### src/rtl/core/lkvc_pkg.sv
`timescale 1ns / 1ps
// ----------------------------------------------------------------------------
// lkvc_pkg: shared types and constants for the LRU key-value cache
// Slot count, derived index/rank/count widths, operation codes and the
// sequencer state type.
// ----------------------------------------------------------------------------
package lkvc_pkg;

  // Number of slots in the store (1..256)
  localparam int unsigned Capacity = 16;

  // Slot index, recency rank and occupancy count widths
  localparam int unsigned IdxW  = (Capacity > 1) ? $clog2(Capacity) : 1;
  localparam int unsigned RankW = IdxW;
  localparam int unsigned CntW  = $clog2(Capacity + 1);

  // Fixed field widths
  localparam int unsigned KeyW = 32;
  localparam int unsigned ValW = 32;
  localparam int unsigned CapW = 5;

  // Width that holds both the capacity register and the slot count
  localparam int unsigned LimW = (CntW > CapW) ? CntW : CapW;

  // Operation codes
  typedef enum logic {
    FuncGet = 1'b0,
    FuncSet = 1'b1
  } func_e;

  // Sequencer states
  typedef enum logic [1:0] {
    StIdle   = 2'd0,
    StScan   = 2'd1,
    StUpdate = 2'd2
  } state_e;

endpackage

### src/rtl/core/lru_key_value_cache_core.sv
`timescale 1ns / 1ps
// ----------------------------------------------------------------------------
// lru_key_value_cache_core: fully associative key-value cache, LRU replacement
// One key comparator walks the slots under a small sequencer, then an
// update state writes the chosen slot and ages the recency ranks.
// ----------------------------------------------------------------------------
//  channel   | handshake                 | payload
//  ----------+---------------------------+-------------------------------------
//  request   | start, busy               | func_i, lookup_key_i, write_value_i
//  result    | done_o (one-cycle strobe) | hit_o, read_value_o, evicted_o
//  config    | capacity_in_use_we_i      | capacity_in_use_i
//
//  A request is taken when start is high and busy is low. The scan walks
//  every slot in turn through the shared key comparator, then the update
//  state writes the chosen slot; the result strobe follows as the block
//  returns to idle, and no new request is taken before then.
//  Reset empties the store (valid bits, occupancy) and sets the capacity
//  register to 16. The result is presented for one cycle; the receiver
//  cannot stall it.
// ----------------------------------------------------------------------------
module lru_key_value_cache_core (
  input  logic                                   clk_i,
  input  logic                                   rst_ni,
  // request
  input  logic                                   start,
  output logic                                   busy,
  input  logic                                   func_i,
  input  logic signed [lkvc_pkg::KeyW-1:0]       lookup_key_i,
  input  logic signed [lkvc_pkg::ValW-1:0]       write_value_i,
  // result
  output logic                                   done_o,
  output logic                                   hit_o,
  output logic signed [lkvc_pkg::ValW-1:0]       read_value_o,
  output logic                                   evicted_o,
  // configuration
  input  logic                                   capacity_in_use_we_i,
  input  logic        [lkvc_pkg::CapW-1:0]       capacity_in_use_i
);

  // Sequencer
  lkvc_pkg::state_e state_q, state_d;
  logic             scan_en, upd_en, last_slot;

  // Captured request
  logic                          func_q;
  logic [lkvc_pkg::KeyW-1:0]     key_q;
  logic [lkvc_pkg::ValW-1:0]     val_q;

  // Storage
  logic [lkvc_pkg::KeyW-1:0]     key_store_q   [lkvc_pkg::Capacity];
  logic [lkvc_pkg::ValW-1:0]     value_store_q [lkvc_pkg::Capacity];
  logic [lkvc_pkg::Capacity-1:0] valid_q, valid_d;
  logic [lkvc_pkg::RankW-1:0]    rank_q [lkvc_pkg::Capacity];
  logic [lkvc_pkg::RankW-1:0]    rank_d [lkvc_pkg::Capacity];
  logic [lkvc_pkg::CntW-1:0]     occ_q;
  logic [lkvc_pkg::CapW-1:0]     cap_q;

  // Scan bookkeeping
  logic [lkvc_pkg::IdxW-1:0]     idx_q;
  logic                          found_v_q, oldest_v_q, free_v_q;
  logic [lkvc_pkg::IdxW-1:0]     found_q, oldest_q, free_q;
  logic [lkvc_pkg::RankW-1:0]    oldest_rank_q;
  logic                          key_match, is_oldest;

  // Update decision
  logic [lkvc_pkg::LimW-1:0]     cap_ext, limit;
  logic                          is_set, full, do_alloc, do_evict, do_write, do_promote;
  logic                          was_valid;
  logic [lkvc_pkg::IdxW-1:0]     tgt;

  // Result registers
  logic                          done_q, hit_q, ev_q;
  logic [lkvc_pkg::ValW-1:0]     rd_q;

  // --------------------------------------------------------------------------
  // Sequencer: next state
  // --------------------------------------------------------------------------
  assign last_slot = (idx_q == lkvc_pkg::IdxW'(lkvc_pkg::Capacity - 1));

  always_comb begin
    state_d = state_q;
    unique case (state_q)
      lkvc_pkg::StIdle:   if (start) state_d = lkvc_pkg::StScan;
      lkvc_pkg::StScan:   if (last_slot) state_d = lkvc_pkg::StUpdate;
      lkvc_pkg::StUpdate: state_d = lkvc_pkg::StIdle;
      default:            state_d = lkvc_pkg::StIdle;
    endcase
  end

  // Sequencer: outputs
  always_comb begin
    busy    = 1'b1;
    scan_en = 1'b0;
    upd_en  = 1'b0;
    unique case (state_q)
      lkvc_pkg::StIdle:   busy = 1'b0;
      lkvc_pkg::StScan:   scan_en = 1'b1;
      lkvc_pkg::StUpdate: upd_en = 1'b1;
      default:            busy = 1'b0;
    endcase
  end

  always_ff @(posedge clk_i or negedge rst_ni) begin
    if (!rst_ni) begin
      state_q <= lkvc_pkg::StIdle;
    end else begin
      state_q <= state_d;
    end
  end

  // Request capture on transfer
  always_ff @(posedge clk_i) begin
    if (start && !busy) begin
      func_q <= func_i;
      key_q  <= lookup_key_i;
      val_q  <= write_value_i;
    end
  end

  // Configuration register
  always_ff @(posedge clk_i or negedge rst_ni) begin
    if (!rst_ni) begin
      cap_q <= lkvc_pkg::CapW'(16);
    end else if (capacity_in_use_we_i) begin
      cap_q <= capacity_in_use_i;
    end
  end

  // --------------------------------------------------------------------------
  // Scan: one slot per cycle through the shared comparator
  // --------------------------------------------------------------------------
  assign key_match = valid_q[idx_q] && (key_store_q[idx_q] == key_q);
  assign is_oldest = valid_q[idx_q] && (!oldest_v_q || (rank_q[idx_q] >= oldest_rank_q));

  always_ff @(posedge clk_i or negedge rst_ni) begin
    if (!rst_ni) begin
      idx_q      <= '0;
      found_v_q  <= 1'b0;
      oldest_v_q <= 1'b0;
      free_v_q   <= 1'b0;
    end else if (start && !busy) begin
      idx_q      <= '0;
      found_v_q  <= 1'b0;
      oldest_v_q <= 1'b0;
      free_v_q   <= 1'b0;
    end else if (scan_en) begin
      idx_q <= last_slot ? '0 : idx_q + 1'b1;
      if (key_match && !found_v_q) found_v_q <= 1'b1;
      if (is_oldest) oldest_v_q <= 1'b1;
      if (!valid_q[idx_q] && !free_v_q) free_v_q <= 1'b1;
    end
  end

  // Scan payload (indices and rank of the candidates)
  always_ff @(posedge clk_i) begin
    if (scan_en) begin
      if (key_match && !found_v_q) found_q <= idx_q;
      if (is_oldest) begin
        oldest_q      <= idx_q;
        oldest_rank_q <= rank_q[idx_q];
      end
      if (!valid_q[idx_q] && !free_v_q) free_q <= idx_q;
    end
  end

  // --------------------------------------------------------------------------
  // Update decision
  // --------------------------------------------------------------------------
  // Capacity of zero acts as one, above the slot count as the slot count
  assign cap_ext = lkvc_pkg::LimW'(cap_q);
  always_comb begin
    if (cap_ext == '0) begin
      limit = lkvc_pkg::LimW'(1);
    end else if (cap_ext > lkvc_pkg::LimW'(lkvc_pkg::Capacity)) begin
      limit = lkvc_pkg::LimW'(lkvc_pkg::Capacity);
    end else begin
      limit = cap_ext;
    end
  end

  assign is_set     = (func_q == lkvc_pkg::FuncSet);
  assign full       = (lkvc_pkg::LimW'(occ_q) >= limit) || !free_v_q;
  assign do_alloc   = upd_en && is_set && !found_v_q && !full;
  assign do_evict   = upd_en && is_set && !found_v_q && full && oldest_v_q;
  assign do_write   = (upd_en && is_set && found_v_q) || do_alloc || do_evict;
  assign do_promote = (upd_en && found_v_q) || do_alloc || do_evict;
  assign was_valid  = !do_alloc;

  always_comb begin
    if (found_v_q) begin
      tgt = found_q;
    end else if (full) begin
      tgt = oldest_q;
    end else begin
      tgt = free_q;
    end
  end

  // Promotion: younger valid entries age by one, target becomes rank zero
  always_comb begin
    valid_d = valid_q;
    for (int i = 0; i < lkvc_pkg::Capacity; i++) begin
      rank_d[i] = rank_q[i];
      if (do_promote) begin
        if (lkvc_pkg::IdxW'(i) == tgt) begin
          rank_d[i] = '0;
        end else if (valid_q[i] && (!was_valid || (rank_q[i] < rank_q[tgt]))) begin
          rank_d[i] = rank_q[i] + 1'b1;
        end
      end
    end
    if (do_alloc) valid_d[tgt] = 1'b1;
  end

  always_ff @(posedge clk_i or negedge rst_ni) begin
    if (!rst_ni) begin
      valid_q <= '0;
      occ_q   <= '0;
      for (int i = 0; i < lkvc_pkg::Capacity; i++) rank_q[i] <= '0;
    end else begin
      valid_q <= valid_d;
      rank_q  <= rank_d;
      if (do_alloc) occ_q <= occ_q + 1'b1;
    end
  end

  // Store write
  always_ff @(posedge clk_i) begin
    if (do_write) begin
      key_store_q[tgt]   <= key_q;
      value_store_q[tgt] <= val_q;
    end
  end

  // --------------------------------------------------------------------------
  // Result registers
  // --------------------------------------------------------------------------
  always_ff @(posedge clk_i or negedge rst_ni) begin
    if (!rst_ni) begin
      done_q <= 1'b0;
    end else begin
      done_q <= upd_en;
    end
  end

  always_ff @(posedge clk_i) begin
    if (upd_en) begin
      hit_q <= found_v_q;
      ev_q  <= do_evict;
      rd_q  <= (found_v_q && !is_set) ? value_store_q[found_q] : '0;
    end
  end

  assign done_o       = done_q;
  assign hit_o        = hit_q;
  assign evicted_o    = ev_q;
  assign read_value_o = rd_q;

endmodule

### config.mk
export PLATFORM = sky130hd
export DESIGN_NAME = lru_key_value_cache_core
export DESIGN_NICKNAME = d
export VERILOG_FILES = /design/src/rtl/core/lkvc_pkg.sv /design/src/rtl/core/lru_key_value_cache_core.sv
export SDC_FILE = /design/constraint.sdc
export NUM_CORES = 1
export LEC_CHECK = 0
export ABC_CLOCK_PERIOD_IN_PS = 5800
export BUFFER_PORTS_ARGS = -buffer_cell sky130_fd_sc_hd__buf_2
export CORE_MARGIN = 4
export CORE_UTILIZATION = 50
export CTS_CLUSTER_DIAMETER = 150
export DETAILED_ROUTE_END_ITERATION = 7
export GPL_TIMING_DRIVEN = 0
export PLACE_DENSITY_LB_ADDON = 0.15
export SYNTH_ARGS = -nofsm -noshare
export SYNTH_HDL_FRONTEND = slang
export SYNTH_SLANG_ARGS = --single-unit
### constraint.sdc
create_clock -name clk_i -period 5.8 [get_ports clk_i]
set_clock_uncertainty 0.1 [all_clocks]
set_input_delay 1.16 -clock clk_i [delete_from_list [all_inputs] [get_ports clk_i]]
set_output_delay 1.16 -clock clk_i [all_outputs]
set_load 0.1 [all_outputs]
; Word-level counts from Yosys, hierarchy flattened
; Memory sizes are Yosys's and may differ from the RTL's. A register that Yosys moved wholly into a read port is not among the register bits.
; Index checks and enable logic that the tools add are counted.
[totals]
elab_cells = 275
mem_bits_ro = 0
ram_bits = 1024
out_inout_bits = 36
reg_bits = 183
latchBits = 0
n_memories = 2
[memory_table]
columns = name, depth, word_bits, rd, rd_ports_with_merged_regs, write_ports, line_no
row1 = key_store_q, 16, 32, 1, 0, 1, lru_key_value_cache_core.sv:50  ; logic [lkvc_pkg::KeyW-1:0] key_store_q [lkvc_pkg::Capacity];
row2 = value_store_q, 16, 32, 1, 1, 1, lru_key_value_cache_core.sv:51  ; logic [lkvc_pkg::ValW-1:0] value_store_q [lkvc_pkg::Capacity];
[op_classes]
n_div = 0
magnitude_cmp = 24
n_eq_ne = 21
n_mux = 66
reduce_logical = 107
mul = 0
add_sub_neg = 18
shift = 0
bitwise_logic = 3
[ops]
columns = operator, count
row1 = $mux 4, 41
row2 = $add 4x1->4 const B, 17
row3 = $lt 4x4->1, 16
row4 = $reduce_and 2->1, 23
row5 = $reduce_bool 2->1, 20
row6 = $bmux 4 s4, 2
row7 = $eq 32x32->1, 1
row8 = $eq 4x4->1 const A, 8
row9 = $logic_and 1x1->1, 30
row10 = $logic_or 1x1->1, 22
row11 = $eq 3x4->1 const A, 4
row12 = $mux 1, 16
row13 = $or 16x16->16, 1
row14 = $ge 5x5->1 const B, 2
row15 = $lt 4x5->1 const B, 2
row16 = $mux 5, 2
row17 = $not 4->5, 2
row18 = $eq 2x4->1 const A, 2
row19 = $logic_not 1->1, 8
row20 = $add 5x1->5 const B, 1
row21 = $ge 5x5->1, 1
row22 = $gt 5x5->1 const B, 1
row23 = $logic_not 5->1, 1
row24 = $bmux 1 s4, 1
row25 = other kinds (13), 15

; Longest topological paths before layout
; Gate-level depths: netlist (run 1).
[depth]
ltp_word = 16
depth_mapped = 23
depth_no_buf = 20

; Worst setup path before layout (run 1)
; OpenSTA, ideal clock, no wires.
[synth_timing]
path_type = flip-flop to flip-flop
start = register cap_q (netlist bit cap_ext[2])
end = memory key_store_q[10][0] in the netlist's numbering, enable pin
slack_ns = -0.410
setup_ns = 0.486
path_stages_with_launch = 14
n_path_buf = 2
arrival_ns = 5.624
path_cell_list = dfrtp_1 nor3_1 nor2_1 nor2_1 ha_1 nand2b_1 a31oi_2 mux2_2 o21ai_0 clkbuf_1 nand2_1 or2_2 clkbuf_1 nor2_1
[synth_via]
elab_chain_len = 11
word_cells_on_any_way = 16
[synth_rtl]
columns = item, line_no
row1 = "start, declared", lru_key_value_cache_core.sv:56  ; logic [lkvc_pkg::CapW-1:0] cap_q;
row2 = "start signal, assigned", lru_key_value_cache_core.sv:123  ; cap_q <= lkvc_pkg::CapW'(16);
row3 = "start signal, assigned", lru_key_value_cache_core.sv:125  ; cap_q <= capacity_in_use_i;
row4 = $gt 5x5->1, lru_key_value_cache_core.sv:174  ; end else if (cap_ext > lkvc_pkg::LimW'(lkvc_pkg::Capacity)) begin
row5 = $mux 5, lru_key_value_cache_core.sv:174
row6 = $mux 5 (*), lru_key_value_cache_core.sv:172  ; if (cap_ext == '0) begin
row7 = $ge 5x5->1 (*), lru_key_value_cache_core.sv:182  ; assign full = (lkvc_pkg::LimW'(occ_q) >= limit) || !free_v_q;
row8 = $logic_or 1x1->1 (*), lru_key_value_cache_core.sv:182
row9 = $logic_not 1->1, lru_key_value_cache_core.sv:183  ; assign do_alloc = upd_en && is_set && !found_v_q && !full;
row10 = $logic_and 1x1->1, lru_key_value_cache_core.sv:183
row11 = $logic_or 1x1->1 (2 in series), lru_key_value_cache_core.sv:185  ; assign do_write = (upd_en && is_set && found_v_q) || do_alloc || do_evict;
row12 = $mux 1, lru_key_value_cache_core.sv:229  ; if (do_write) begin
row13 = $mux 1 (not written as such), lru_key_value_cache_core.sv:230  ; key_store_q[tgt] <= key_q;
row14 = "end, declared", lru_key_value_cache_core.sv:50
; Every way passes the cells marked *; elsewhere a longest branch is shown, timed or not.

; Worst setup path after layout (run 1)
[layout_timing]
start = register cap_q (netlist bit cap_ext[2])
end = register rank_q[4] in the netlist's numbering
[layout_via]
elab_chain_len = 16
word_cells_on_any_way = 25
[layout_rtl]
columns = item, line_no
row1 = $gt 5x5->1, lru_key_value_cache_core.sv:174
row2 = $mux 5, lru_key_value_cache_core.sv:174
row3 = $mux 5 (*), lru_key_value_cache_core.sv:172
row4 = $ge 5x5->1 (*), lru_key_value_cache_core.sv:182
row5 = $logic_or 1x1->1 (*), lru_key_value_cache_core.sv:182
row6 = $mux 4, lru_key_value_cache_core.sv:192  ; end else if (full) begin
row7 = $mux 4, lru_key_value_cache_core.sv:190  ; if (found_v_q) begin
row8 = $not 4->5 (not written as such), lru_key_value_cache_core.sv:207  ; end else if (valid_q[i] && (!was_valid || (rank_q[i] < rank_q[tgt]))) begin
row9 = $bmux 4 s4, lru_key_value_cache_core.sv:207
row10 = $mux 4 (not written as such) (2 in series), lru_key_value_cache_core.sv:207
row11 = $lt 4x4->1, lru_key_value_cache_core.sv:207
row12 = $logic_or 1x1->1, lru_key_value_cache_core.sv:207
row13 = $logic_and 1x1->1, lru_key_value_cache_core.sv:207
row14 = $reduce_bool 2->1 (no source line), n/a
row15 = $reduce_and 2->1 (no source line), n/a
row16 = "end signal, assigned", lru_key_value_cache_core.sv:222  ; rank_q <= rank_d;
row17 = "end, declared", lru_key_value_cache_core.sv:53  ; logic [lkvc_pkg::RankW-1:0] rank_q [lkvc_pkg::Capacity];
; Every way passes the cells marked *; elsewhere a longest branch is shown, timed or not. The select of a mux whose other input is x is not followed.
; A chain may end at the register's enable or synchronous reset.

==> results of run 1 <==
==> per-stage QoR <==
step | utilization | total power [uW]
4_1_cts | 0.5809 | 22480
2_1_floorplan | - | 13180
6_report | 0.5814 | 22310
3_3_place_gp | 0.5259 | 14350
5_1_grt | 0.5814 | 23210
3_5_place_dp | 0.5402 | 14530
==> power by group through the flow <==
stage	clock network [uW]	registers, uW	logic (uW)
3_3_place_gp	0	10700	3680
6_report	7930	10500	3860
4_1_cts	8090	10500	3880
3_5_place_dp	0	10700	3830
5_1_grt	8500	10600	4150
2_1_floorplan	0	10600	2620
==> worst reg2reg max path: cells and delay by family, from the launching register on <==
kind | cells | cell delay (ps)
and+or+nand+nor | 6 | 850
DFF | 1 | 400
buffers and inverters | 3 | 820
adders and majority gates | 2 | 520
muxes | 2 | 750
AOI/OAI and AO/OA | 8 | 1970
==> path summary, 6_finish.rpt <==
check	end	slack [ps]	cells past startpoint
max	rank_q[4]	290	21
min	rank_q[27]	340	1
max reg2reg	rank_q[4]	290	21
min reg2reg	hit_o	340	0
max in group asynchronous	rank_q[57]	4490	2
min in group clk_i	hit_o	340	0
==> cell families (layout without fill, tap and decap cells) <==
logic type | Yosys count | after routing | synth area share
flip-flops | 1239 | 1239 | 0.7272
AND/OR/NAND/NOR | 431 | 431 | 0.04226
multiplexers | 363 | 363 | 0.1578
AO/OA/AOI/OAI | 244 | 244 | 0.03483
buffers and inverters | 156 | 556 | 0.01177
adder cells (fa/ha/maj) | 78 | 78 | 0.01934
XOR/XNOR | 39 | 39 | 0.006767
==> state kept, by name, indices dropped and copies added (netlist names), 2 cells and up <==
signal and count:
state_q 2, oldest_q 4, rank_q 64, key_store_q 512, found_q 4, free_q 4
read_value_o 32, val_q 32, valid_q 16, value_store_q 512, idx_q 4, occ_q 5
cap_ext 5, key_q 32, oldest_rank_q 4
==> routing by layer <==
layer,track usage,routed length [um],up-vias
met2,0.3827,61530,1092
met5,0,0,-
li1,-,-,11180
met1,0.3405,52080,14220
met3,0.03755,8388,174
met4,0.06811,2805,0
==> what timing repair did <==
action | CTS | global route
setup endpoints to repair | 89 | 51
gates cloned | 0 | 0
gates resized for setup | 15 | 20
==> Yosys cell counts, types with 12 or more instances <==
| cell | number |
|---|---|
| edfxtp_1 | 1139 |
| mux4_2 | 345 |
| nand2_1 | 131 |
| dfrtp_1 | 99 |
| clkbuf_1 | 84 |
| ha_1 | 78 |
| nor2_1 | 75 |
| nand3_1 | 60 |
| a21oi_1 | 51 |
| o21ai_0 | 41 |
| nor2b_1 | 37 |
| xnor2_1 | 37 |
| buf_1 | 36 |
| inv_1 | 31 |
| nor3_1 | 27 |
| nand4_1 | 24 |
| a31o_2 | 17 |
| nand2b_1 | 17 |
| and3_1 | 15 |
| o21a_1 | 15 |
| a21o_1 | 13 |
| a22o_1 | 13 |
| a31oi_1 | 13 |
| mux2_2 | 12 |
==> layout make-up <==
type | count | area (sq um)
fill | 7319 | 41920
sequential | 1239 | 36710
multi-input combinational | 1155 | 13380
clock buffer | 168 | 3480
timing repair buffer | 168 | 1844
tap | 1298 | 1624
clock inverter | 66 | 569.3
buffer | 123 | 509.2
inverter | 31 | 116.4
==> results by group, run 1 <==
Outcome
  • Status: finished, final reports clean

Clock network
  • H-Tree Depth: 4
  • Hold_buf cts: 0
  • Worst-path clk slew: 60 ps
  • Clock tree from TritonCTS: built
  • Root Driver: clkbuf_16
  • Worst-Skew Late Latency: 740 ps
  • CTS max path bufs: 3
  • CTS Sinks: 1239
  • CTS Buf Count: 130
  • Number of setup buffers added after CTS: 0

STA
  • RSZ-0062 raised after global routing: no
  • Setup Viol. Count Final: 0
  • Tmin final: 5514 ps
  • Post-route clock period utilization: 0.9507
  • Max_slew headroom: 0.05205
  • Achievable frequency: 0.1814 GHz
  • Hold Slack: between 300 and 400 ps
  • Slew of the pin with the lowest slew margin: 1422 ps
  • Worst Setup Slack, final: around 290 ps
  • TNS Setup: 0 ps
  • Final Slew Violations: 0
  • Final hold viol count: 0

Pwr
  • VDD IR max: 0.0003250 V
  • Reg power frac: 0.471
  • Clk pwr share: 0.356
  • Switching Fraction: 0.2655
  • Leakage: ~0.019 uW
  • Pwr Density: about 380 nW/um^2
  • Net switching power: slightly below 6000 uW
  • Comb power frac: 0.173
  • Design internal power: ~16000 uW

Route
  • Iter 0 DRT Violations: approximately 2900
  • ANT nets after route: 0
  • Post-Route WL: roughly 120000 um
  • Detailed Routing Iterations Pass 1: 5
  • Routed WL per cell: between 20 and 30 um
  • Routed vias/inst: 6.278
  • Vias post-DR: between 20000 and 30000
  • Remaining DRCs: 0

Synthesis
  • Top_reg_cell synth: edfxtp_1
  • Post-synth ARST share: 0.08071
  • Count of cell types in the netlist: 64
  • EDFF count, synth: 1139
  • Synth Net Count: between 2000 and 3000
  • Cell taking the most area after synthesis: edfxtp_1
  • Share of the synthesized area in the top cell type: 0.6776
  • Syn_area_per_cell: 19.79 sq um
  • Cell Area, Synth: around 50000 sq um
  • Syn. warnings: 0
  • Top cells by area, synth: edfxtp_1 68%, mux4_2 15%, dfrtp_1 4.9%
  • Post-synthesis register bit count: 1239
  • Cell count after synthesis: 2550
  • Post-synthesis sequential area ratio: 0.7272

Setup path
  • CP max FO: 11
  • Slowest-stage cell, CP: mux2_2
  • Crit path DAT: 6020 ps
  • Critical Path, Cell by Cell: nor3_1, nor2_1, nor2_1, ha_1, nand2b_1, a31oi_2, mux2_2, o21a_1, clkbuf_1, clkbuf_2, and3_1, a31oi_1, o221ai_4, buf_16, ha_1, o21a_1, nor2_1, a21oi_1, a31oi_2, o21ai_0, mux2_2
  • Buf+Inv Stages, Crit Path: 3
  • Worst EP required: 6300 ps
  • Slowest stage delay, CP: a little over 400 ps
  • CP Capture Type: flip-flop
  • CP Launch Type: flip-flop
  • Worst reg2reg startpoint: cap_ext[2]
  • Kind of critical path: flip-flop to flip-flop
  • CP dominant cell by count: nor2_1
  • CP delay by family, top: compound AO/OA/AOI/OAI gates
  • Crit. Startpoint: cap_ext[2]

Global routing
  • Largest net degree at the start of global routing: 54
  • Global-route usage over all layers: 0.2371
  • First-pass GRT wire length: between 150000 and 200000 um
  • Grt ovf: 0
  • Initial antenna violation count: 3
  • Vias in the first global route: 26910

Die
  • Die Span X: approximately 330 um
  • Core Region: between 100000 and 150000 sq um
  • Initial Utilization: 0.5040
  • Row count: about 120
  • Die area: approximately 110000 sq um
  • Ports: 110
  • Die Y: approximately 330 um

Layout
  • Most frequent cells in the layout: 1139 x edfxtp_1, 345 x mux4_2, 133 x clkbuf_16
  • Area grow syn2layout: 15.36%
  • Non-Filler Instances: roughly 4200
  • Commonest non-fill, non-tap cell in the layout: edfxtp_1
  • Nets: 3000
  • Antenna cells: 0
  • Share of cells above drive strength 1: 0.2631
  • Fin area: a little under 60000 sq um

Placement
  • Gpl congestion: around 0.91
  • DP Area: between 50000 and 60000 sq um
  • Post-DP HPWL: 79270 um
  • I/O Buffers: 109
  • Post-placement worst setup slack: -984.9 ps
  • Placed Instances: 4016

Flow run
  • Max-cap violations: 0

Min path
  • Hold Crit Class: primary input to async pin
No activity file was read; power rests on OpenSTA's default activity.
==> run 2, diff against run 1 <==
--- a/config.mk
+++ b/config.mk
@@ -13,6 +13,7 @@
 export DETAILED_ROUTE_END_ITERATION = 7
 export GPL_TIMING_DRIVEN = 0
 export PLACE_DENSITY_LB_ADDON = 0.15
+export RECOVER_POWER = 25
 export SYNTH_ARGS = -nofsm -noshare
 export SYNTH_HDL_FRONTEND = slang
 export SYNTH_SLANG_ARGS = --single-unit
==> results by group, run 2 (synthesis gave the netlist of run 1 again) <==
Setup path
  • Worst r2r dst: rank_q[48]
  • R2R Setup Slk: 260 ps (-20 ps)
  • CP Capture Type: flip-flop
  • Kind of critical path: flip-flop to flip-flop
  • CP Launch Type: flip-flop
  • Crit path DAT: 6040 ps (+20 ps)
  • Depth of the worst register-to-register path: 20 (-4.8%)
  • CP max FO: 19 (+8)
  • Worst EP required: 6300 ps (about the same)
  • Worst reg2reg startpoint: cap_ext[4]

Outcome
  • Status: finished with violations
  • Failing checks: capacitance limit, slew limit

Placement
  • I/O Buffers: 109 (unchanged)
  • Gpl congestion: 0.9129 (unchanged)
  • Post-DP HPWL: 79270 um (unchanged)
  • Placed Instances: 4016 (unchanged)
  • DP Area: 54100 sq um (unchanged)

Clock network
  • CTS Buf Count: 130 (unchanged)
  • H-Tree Depth: 4 (unchanged)
  • CTS max path bufs: 3 (unchanged)
  • Root Driver: clkbuf_16
  • Hold_buf cts: 0 (unchanged)
  • CTS Sinks: 1239 (unchanged)
  • Clock tree from TritonCTS: built
  • Worst-Skew Late Latency: 750 ps (about the same)
  • Worst-path clk slew: 60 ps (about the same)

Layout
  • Fill count: 7325 (+0.082%)
  • Antenna cells: 0 (unchanged)
  • Fin area: 58200 sq um (about the same)
  • Area grow syn2layout: 15.30% (about the same)
  • Fin util: 0.5811 (about the same)
  • Share of cells above drive strength 1: 0.2553 (-0.007797)
  • Non-Filler Instances: 4248 (unchanged)
  • Most frequent cells in the layout: 1139 x edfxtp_1, 345 x mux4_2, 133 x clkbuf_16
  • Nets: 3000 (unchanged)
  • Commonest non-fill, non-tap cell in the layout: edfxtp_1
  • Top flop regs: key_store_q x512, value_store_q x512, rank_q x64

Die
  • Ports: 110 (unchanged)
  • Row count: 116 (unchanged)
  • Initial Utilization: 0.5040 (unchanged)
  • Die Y: 325.7 um (unchanged)
  • Die area: 106100 sq um (unchanged)
  • Core Region: 100100 sq um (unchanged)
  • Die Span X: 325.7 um (unchanged)

STA
  • Setup Viol. Count Final: 0 (unchanged)
  • Tmin final: 5537 ps (+23.35 ps)
  • Final hold viol count: 0 (unchanged)
  • Slew of the pin with the lowest slew margin: 2901 ps (+1479 ps)
  • Final Slew Violations: 48 (+48)
  • Achievable frequency: 0.1806 GHz (-0.42%)
  • Max_slew headroom: -0.9341 (-0.9861)
  • TNS Setup: 0 ps (unchanged)
  • RSZ-0062 raised after global routing: no
  • Post-route clock period utilization: 0.9547 (+0.004025)

Pwr
  • Design internal power: 16380 uW (about the same)
  • Reg power frac: 0.472 (about the same)
  • Switching Fraction: 0.2652 (-0.0002803)
  • Clk pwr share: 0.356 (about the same)
  • Pwr Density: 383.1 nW/um^2 (about the same)
  • Net switching power: 5913 uW (-0.15%)
  • Comb power frac: 0.173 (about the same)
  • VDD IR max: 0.0003245 V (-0.16%)
  • Leakage: 0.01891 uW (-0.33%)
  • Overall power: 22290 uW (about the same)

Global routing
  • Global-route usage over all layers: 0.2371 (unchanged)
  • Vias in the first global route: 26910 (unchanged)
  • First-pass GRT wire length: 183600 um (unchanged)
  • Largest net degree at the start of global routing: 54 (unchanged)
  • Grt ovf: 0 (unchanged)
  • Initial antenna violation count: 4 (+1)

Flow run
  • Max-cap violations: 1 (+1)

Route
  • Remaining DRCs: 0 (unchanged)
  • Vias post-DR: 26730 (+0.22%)
  • ANT nets after route: 0 (unchanged)
  • Routed vias/inst: 6.292 (+0.22%)
  • Routed WL per cell: 29.38 um (about the same)
  • Post-Route WL: 124800 um (about the same)
  • Iter 0 DRT Violations: 2904 (+0.38%)
  • Detailed Routing Iterations Pass 1: 5 (unchanged)

Min path
  • Hold EP: hit_o
  • Hold_sp: found_v_q
  • WHS Path Cells: 0
  • Hold Crit Class: flip-flop to flip-flop
==> run 2: changes by cell type in the layout (fill, tap and decap cells not counted) <==
cell,change
buf_4,-1
dfstp_1,+1
buf_2,-21
dfstp_2,-1
clkbuf_1,+22
==> run 2: cell type report <==
| type | instances | area [sq um] | area share |
|---|---|---|---|
| inverter | 31 | 116.4 | 0.001999 |
| sequential | 1239 | 36710 | 0.6307 |
| clock inverter | 66 | 569.3 | 0.009782 |
| buffer | 123 | 509.2 | 0.008750 |
| clock buffer | 168 | 3480 | 0.05979 |
| timing repair buffer | 168 | 1814 | 0.03117 |
| tap | 1298 | 1624 | 0.02791 |
| multi-input combinational | 1155 | 13380 | 0.2299 |
==> run 2: through the flow <==
step	hold WS, ps	setup slack (ps)
2_1_floorplan	319.6	165.0
3_3_place_gp	341.7	-5526
3_5_place_dp	325.2	-984.9
4_1_cts	327.8	3.523
5_1_grt	372.9	0.8158
6_report	335.8	262.8
==> run 2: power groups by stage <==
stage | Combinational (uW) | Clock, uW | Sequential [uW]
2_1_floorplan | 2620 | 0 | 10600
3_3_place_gp | 3680 | 0 | 10700
3_5_place_dp | 3830 | 0 | 10700
4_1_cts | 3880 | 8090 | 10500
5_1_grt | 4150 | 8500 | 10600
6_report | 3850 | 7930 | 10500
==> run 2: how the worst max path moves through the flow <==
stage | end | start | cells after the start
4_1_cts | rank_q[32] | cap_ext[2] | 21
3_3_place_gp | value_store_q[9][21] | state_q[0] | 5
3_5_place_dp | rank_q[32] | cap_ext[2] | 20
2_1_floorplan | key_store_q[12][0] | cap_ext[2] | 13
6_report | rank_q[48] | cap_ext[4] | 20
5_1_grt | rank_q[48] | cap_ext[2] | 21
==> run 2: timing repair <==
action                     4_1_cts  5_1_grt
gates resized for setup         15       20
setup endpoints to repair       89       51
hold endpoints to repair         0        0
setup buffers                    0        0
==> run 2: routing by layer <==
layer | GRT usage | part of all wire | vias up
li1 | - | - | 11180
met1 | 0.3405 | 0.42 | 14280
met2 | 0.3827 | 0.49 | 1093
met3 | 0.03755 | 0.069 | 173
met4 | 0.06811 | 0.022 | 0
met5 | 0 | 0 | -
==> run 2: worst max-delay path, cell delays in order, from the launching register on <==
cell	delay [ps]
dfstp_1	530
inv_1	100
ha_1	340
nand2_1	150
or3_1	360
o32ai_2	450
or2_1	190
clkbuf_4	270
clkbuf_4	290
nand2_1	70
and3_1	170
a31oi_1	360
o221ai_4	290
buf_16	260
ha_1	280
o21a_1	190
nor2_1	80
a21oi_1	60
a31oi_2	370
o21ai_0	160
mux2_2	320
